--- src/sv/lppr_pkg.sv ---
// Package with the shared types and constants of the length-prefixed packet ring.
`timescale 1ns / 1ps

package lppr_pkg;

  localparam int HDR_BYTES = 4;
  localparam int LEN_W     = 16;
  localparam int BYTE_W    = 8;
  localparam int CNT_W     = 32;
  localparam int QDEPTH    = 2;
  localparam int QPTR_W    = $clog2(QDEPTH);
  localparam int QCNT_W    = $clog2(QDEPTH + 1);

  typedef enum logic [1:0] {
    OP_PUSH_HDR  = 2'd0,
    OP_PUSH_DATA = 2'd1,
    OP_POP_BEGIN = 2'd2,
    OP_POP_NEXT  = 2'd3
  } op_t;

  typedef enum logic [2:0] {
    ST_OK      = 3'd0,
    ST_DROP    = 3'd1,
    ST_EMPTY   = 3'd2,
    ST_BAD_LEN = 3'd3,
    ST_SEQ     = 3'd4
  } status_t;

  typedef enum logic [2:0] {
    BK_IDLE,
    BK_HDR_HI,
    BK_LEN_LO,
    BK_LEN_HI,
    BK_BYTE
  } bstate_t;

  typedef struct packed {
    op_t                op;
    logic               len_zero;
    logic               limit_zero;
    logic [LEN_W-1:0]   plen;
    logic [BYTE_W-1:0]  din;
    logic [LEN_W-1:0]   limit;
  } cmd_t;

  typedef struct packed {
    status_t            status;
    logic [BYTE_W-1:0]  data_out;
    logic [LEN_W-1:0]   read_length;
    logic               last_byte;
    logic [CNT_W-1:0]   packets_queued;
    logic [CNT_W-1:0]   bytes_queued;
    logic [CNT_W-1:0]   packets_dropped;
  } res_t;

endpackage

--- src/sv/lppr_front.sv ---
// Front end: accepts input beats, decodes them into commands and queues them.
`timescale 1ns / 1ps

module lppr_front (
  input  logic                clk,
  input  logic                rst_n,
  input  logic                in_valid,
  output logic                in_ready,
  input  logic [1:0]          action,
  input  logic [15:0]         packet_length,
  input  logic [7:0]          data_in,
  input  logic [15:0]         read_limit,
  output logic                q_valid,
  output lppr_pkg::cmd_t      q_cmd,
  input  logic                q_pop
);

  lppr_pkg::cmd_t                    entry_r [lppr_pkg::QDEPTH];
  logic [lppr_pkg::QPTR_W-1:0]       wr_ptr_r, wr_ptr_nxt;
  logic [lppr_pkg::QPTR_W-1:0]       rd_ptr_r, rd_ptr_nxt;
  logic [lppr_pkg::QCNT_W-1:0]       count_r, count_nxt;
  lppr_pkg::cmd_t                    cmd_in;
  logic                              push;

  always_comb begin
    cmd_in            = '0;
    cmd_in.plen       = packet_length;
    cmd_in.din        = data_in;
    cmd_in.limit      = read_limit;
    cmd_in.len_zero   = (packet_length == '0);
    cmd_in.limit_zero = (read_limit == '0);
    unique case (action)
      2'd0:    cmd_in.op = lppr_pkg::OP_PUSH_HDR;
      2'd1:    cmd_in.op = lppr_pkg::OP_PUSH_DATA;
      2'd2:    cmd_in.op = lppr_pkg::OP_POP_BEGIN;
      default: cmd_in.op = lppr_pkg::OP_POP_NEXT;
    endcase
  end

  assign in_ready = (count_r != lppr_pkg::QCNT_W'(lppr_pkg::QDEPTH));
  assign push     = in_valid && in_ready;
  assign q_valid  = (count_r != '0);
  assign q_cmd    = entry_r[rd_ptr_r];

  always_comb begin
    wr_ptr_nxt = push  ? wr_ptr_r + 1'b1 : wr_ptr_r;
    rd_ptr_nxt = q_pop ? rd_ptr_r + 1'b1 : rd_ptr_r;
    count_nxt  = count_r;
    if (push && !q_pop) begin
      count_nxt = count_r + 1'b1;
    end else if (!push && q_pop) begin
      count_nxt = count_r - 1'b1;
    end
  end

  always_ff @(posedge clk) begin
    if (!rst_n) begin
      wr_ptr_r <= '0;
      rd_ptr_r <= '0;
      count_r  <= '0;
    end else begin
      wr_ptr_r <= wr_ptr_nxt;
      rd_ptr_r <= rd_ptr_nxt;
      count_r  <= count_nxt;
    end
  end

  always_ff @(posedge clk) begin
    if (push) begin
      entry_r[wr_ptr_r] <= cmd_in;
    end
  end

endmodule

--- config.mk ---
export PLATFORM = sky130hd
export DESIGN_NAME = lppr_front
export DESIGN_NICKNAME = d
export VERILOG_FILES = /design/src/sv/lppr_pkg.sv /design/src/sv/lppr_front.sv
export SDC_FILE = /design/constraint.sdc
export NUM_CORES = 1
export LEC_CHECK = 0
export BUFFER_PORTS_ARGS = -buffer_cell sky130_fd_sc_hd__buf_2
export CAP_MARGIN = 20
export CORE_ASPECT_RATIO = 1.25
export CORE_UTILIZATION = 50
export DETAILED_ROUTE_END_ITERATION = 10
export MAX_ROUTING_LAYER = met4
export PLACE_DENSITY = 0.86
export SETUP_SLACK_MARGIN = 0.02
export SYNTH_ARGS = -nofsm -noshare
export SYNTH_HDL_FRONTEND = slang
export SYNTH_SLANG_ARGS = --single-unit
export TNS_END_PERCENT = 50
--- constraint.sdc ---
create_clock -name clk -period 2.82 [get_ports clk]
set_input_delay 0.423 -clock clk [delete_from_list [all_inputs] [get_ports clk]]
set_output_delay 0.423 -clock clk [all_outputs]
set_load 0.005 [all_outputs]
==> impl_metrics.ini <==
[worst_setup_path]
slowest_delay_ps = 560
worst_path_max_delay_cell = dfxtp_2
r2r_cells = 3
cp-end-kind = output pin
crit_chain = buf_12 > mux2_2 > buf_2
cp-endpoint = q_cmd[31]
worst_r2r_endpoint = entry_r[1][2]
r2r_slack_ps = 1020
r2r_start = count_r[0]
required_ps = 2400
cp-start-kind = register
cp_max_fo = 31
arrival_ps = 1690
critPathKind = reg -> out

[layout]
regArea_um2 = 2740
layout.cells.non_filler = 363
diodes = 0
nets = 318
drive_above_1_share_pct = 56.5
multi_input_area_um2 = 698
area_growth_pct = 21.0
fill_cells = 516

[route]
ant_nets = 0
vias = 1841
drc_errors = 0
drtPass1Iterations = 4
wirelength_um = 5700
drt-initial-drc-count = 87
wl_per_cell_um = 15.7
via_per_inst = 5.07

[die]
dieWidth_um = 76.7
ioPinCount = 92
dieArea_um2 = 7320
rows = 33
die_h_um = 95.4
start_util_pct = 52.5
core_um2 = 6650

[sta]
maxSlewHeadroom_pct = 73.8
rsz0062_at_grt = false
finalClockSkew_ps = 9.98
fmax_ghz = 0.474
whs_ps = 266
fin_crit_ps = 2110
tightest_slew_ps = 393
period_share_pct = 74.8
setup_viol_count_final = 0
slew_violations = 0
finalHoldViolations = 0
setup_tns_ps = 0

[grt]
grt_pass1_vias = 1819
grtUsageTotal_pct = 17.0
grt_max_degree = 32
grt_pass1_wl_um = 8640
gr-total-overflow = 0
antenna_found_initial = 0

[logic_synthesis]
synth_edf_count = 88
ys_seq_area_share_pct = 78.6
synthArstFlopShare_pct = 0
synth_most_common_cell = edfxtp_1
synth_nets = 220
yosys.area.top_type = edfxtp_1
ys_top_cells_by_area = edfxtp_1 (76%), mux2_2 (14%), dfxtp_1 (2.9%)
synth_area_um2 = 3490
syn_avg_cell_area_um2 = 20.2
synthCells = 173
synth_commonest_cells = edfxtp_1 (88), mux2_2 (44), nor4_1 (8)
yosysWarnings = 0
synth_cell_types = 22
synth_top_area_share_pct = 75.7
synth_ff_type = edfxtp_1
synth.ff_latch_count = 93

[status]
status = completed

[clock_tree]
cts_setup_buffers = 0
cts_buffers = 9
clockBufferDepth = 2
cts_max_level = 3
postCtsHoldBufs = 0
cts_sinks = 93
postCtsResizedCells = 0
path_clk_slew_ps = 80
insertion_delay_ps = 340
cts_tree = done
cts-root-buf = clkbuf_8

[run]
maxCapViolCount = 0

[pwr]
p_int_mw = 2.26
ir_drop_mv = 0.431
power_frac_comb_pct = 14.5
p_sw_uw = 652
clockPowerShare_pct = 26.7
p_per_area_nw_per_um2 = 689
p_leak_nw = 1.58
p_seq_share_pct = 58.8
swShare_pct = 22.4

[min_path]
hold_class = in -> reg

[placement]
hpwl_um = 3870
gp_congestion = 0.674
io_buffers = 91
dp_cells = 347
==> stage by stage <==
stage / setup WS [ps] / instance area, um^2 / total power, mW / utilization (%)
detailed placement: 1030 / 4050 / 2.17 / 60.9
CTS: 679 / 4220 / 2.94 / 63.5
global route: 627 / 4220 / 3.04 / 63.5
floorplan: 775 / 3490 / 1.97 / -
finish: 709 / 4220 / 2.91 / 63.5
global placement: 1080 / 4050 / 2.16 / 60.9
==> layout make-up <==
cell class | count | area share, %
clock buffers | 14 | 3.88
multi-input cells | 71 | 16.5
well taps | 87 | 2.58
clock inverters | 2 | 0.237
inverters | 2 | 0.178
flip-flops and latches | 93 | 65.0
repair buffers | 94 | 11.6
==> flip-flops by register name, summed over array words and instances, names as in the netlist, named ones only <==
name      cells
wr_ptr_r      1
entry_r      88
count_r       2
rd_ptr_r      1
==> metal layers <==
layer / track usage (%) / vias up / routed length (um)
li1: - / 876 / -
met1: 20.7 / 889 / 2500
met2: 26.6 / 69 / 2820
met3: 4.31 / 7 / 292
met4: 8.17 / 0 / 87
met5: - / - / 0
==> how the worst min path moves through the flow <==
stage                     end  cells past startpoint        from  slack, ps
6_report       entry_r[1][23]                      1  data_in[7]        270
5_1_grt        entry_r[1][19]                      1  data_in[3]        240
4_1_cts        entry_r[0][17]                      1  data_in[1]        250
3_5_place_dp       count_r[1]                      2  count_r[1]        550
3_3_place_gp       count_r[1]                      2  count_r[1]        520
2_1_floorplan      count_r[1]                      2  count_r[1]        500
==> power groups by stage <==
stage | Sequential (mW) | Combinational, mW | Clock, mW
global route | 1.73 | 0.461 | 0.854
floorplan | 1.73 | 0.244 | 0
detailed placement | 1.75 | 0.427 | 0
global placement | 1.74 | 0.418 | 0
CTS | 1.71 | 0.431 | 0.796
finish | 1.71 | 0.422 | 0.776
==> logic make-up (layout without fill, tap and decap cells) <==
family	count (synthesis)	after routing	share of synthesized area, %
simple gates	19	19	3.80
buf+inv	9	112	1.43
compound gates	4	4	0.861
mux	44	44	14.2
fa+ha+maj	1	1	0.358
xor+xnor	3	3	0.753
flops	93	93	78.6
==> cell usage in the layout (no fill, tap or decap), drive strengths merged <==
| cell type | synthesis | layout |
|---|---|---|
| buf | 5 | 94 |
| edfxtp | 88 | 88 |
| mux2 | 44 | 44 |
| clkbuf | 2 | 14 |
| nor4 | 8 | 8 |
| dfxtp | 5 | 5 |
| and2 | 4 | 4 |
| and4 | 2 | 2 |
| xor2 | 2 | 2 |
| clkinv | 0 | 2 |
| inv | 2 | 2 |
| a21boi | 2 | 2 |
| nand2b | 1 | 1 |
| or2 | 1 | 1 |
| and3 | 1 | 1 |
| nand3b | 1 | 1 |
| xnor2 | 1 | 1 |
| a21bo | 1 | 1 |
| o21ai | 1 | 1 |
| or3 | 1 | 1 |
| ha | 1 | 1 |
==> critical path: cells and delay by family, from the launching register on <==
family	cells	cell delay (ps)
buffers and inverters	2	390
flip-flops	1	560
multiplexers	1	380
Power figures use the tool's default switching activity.
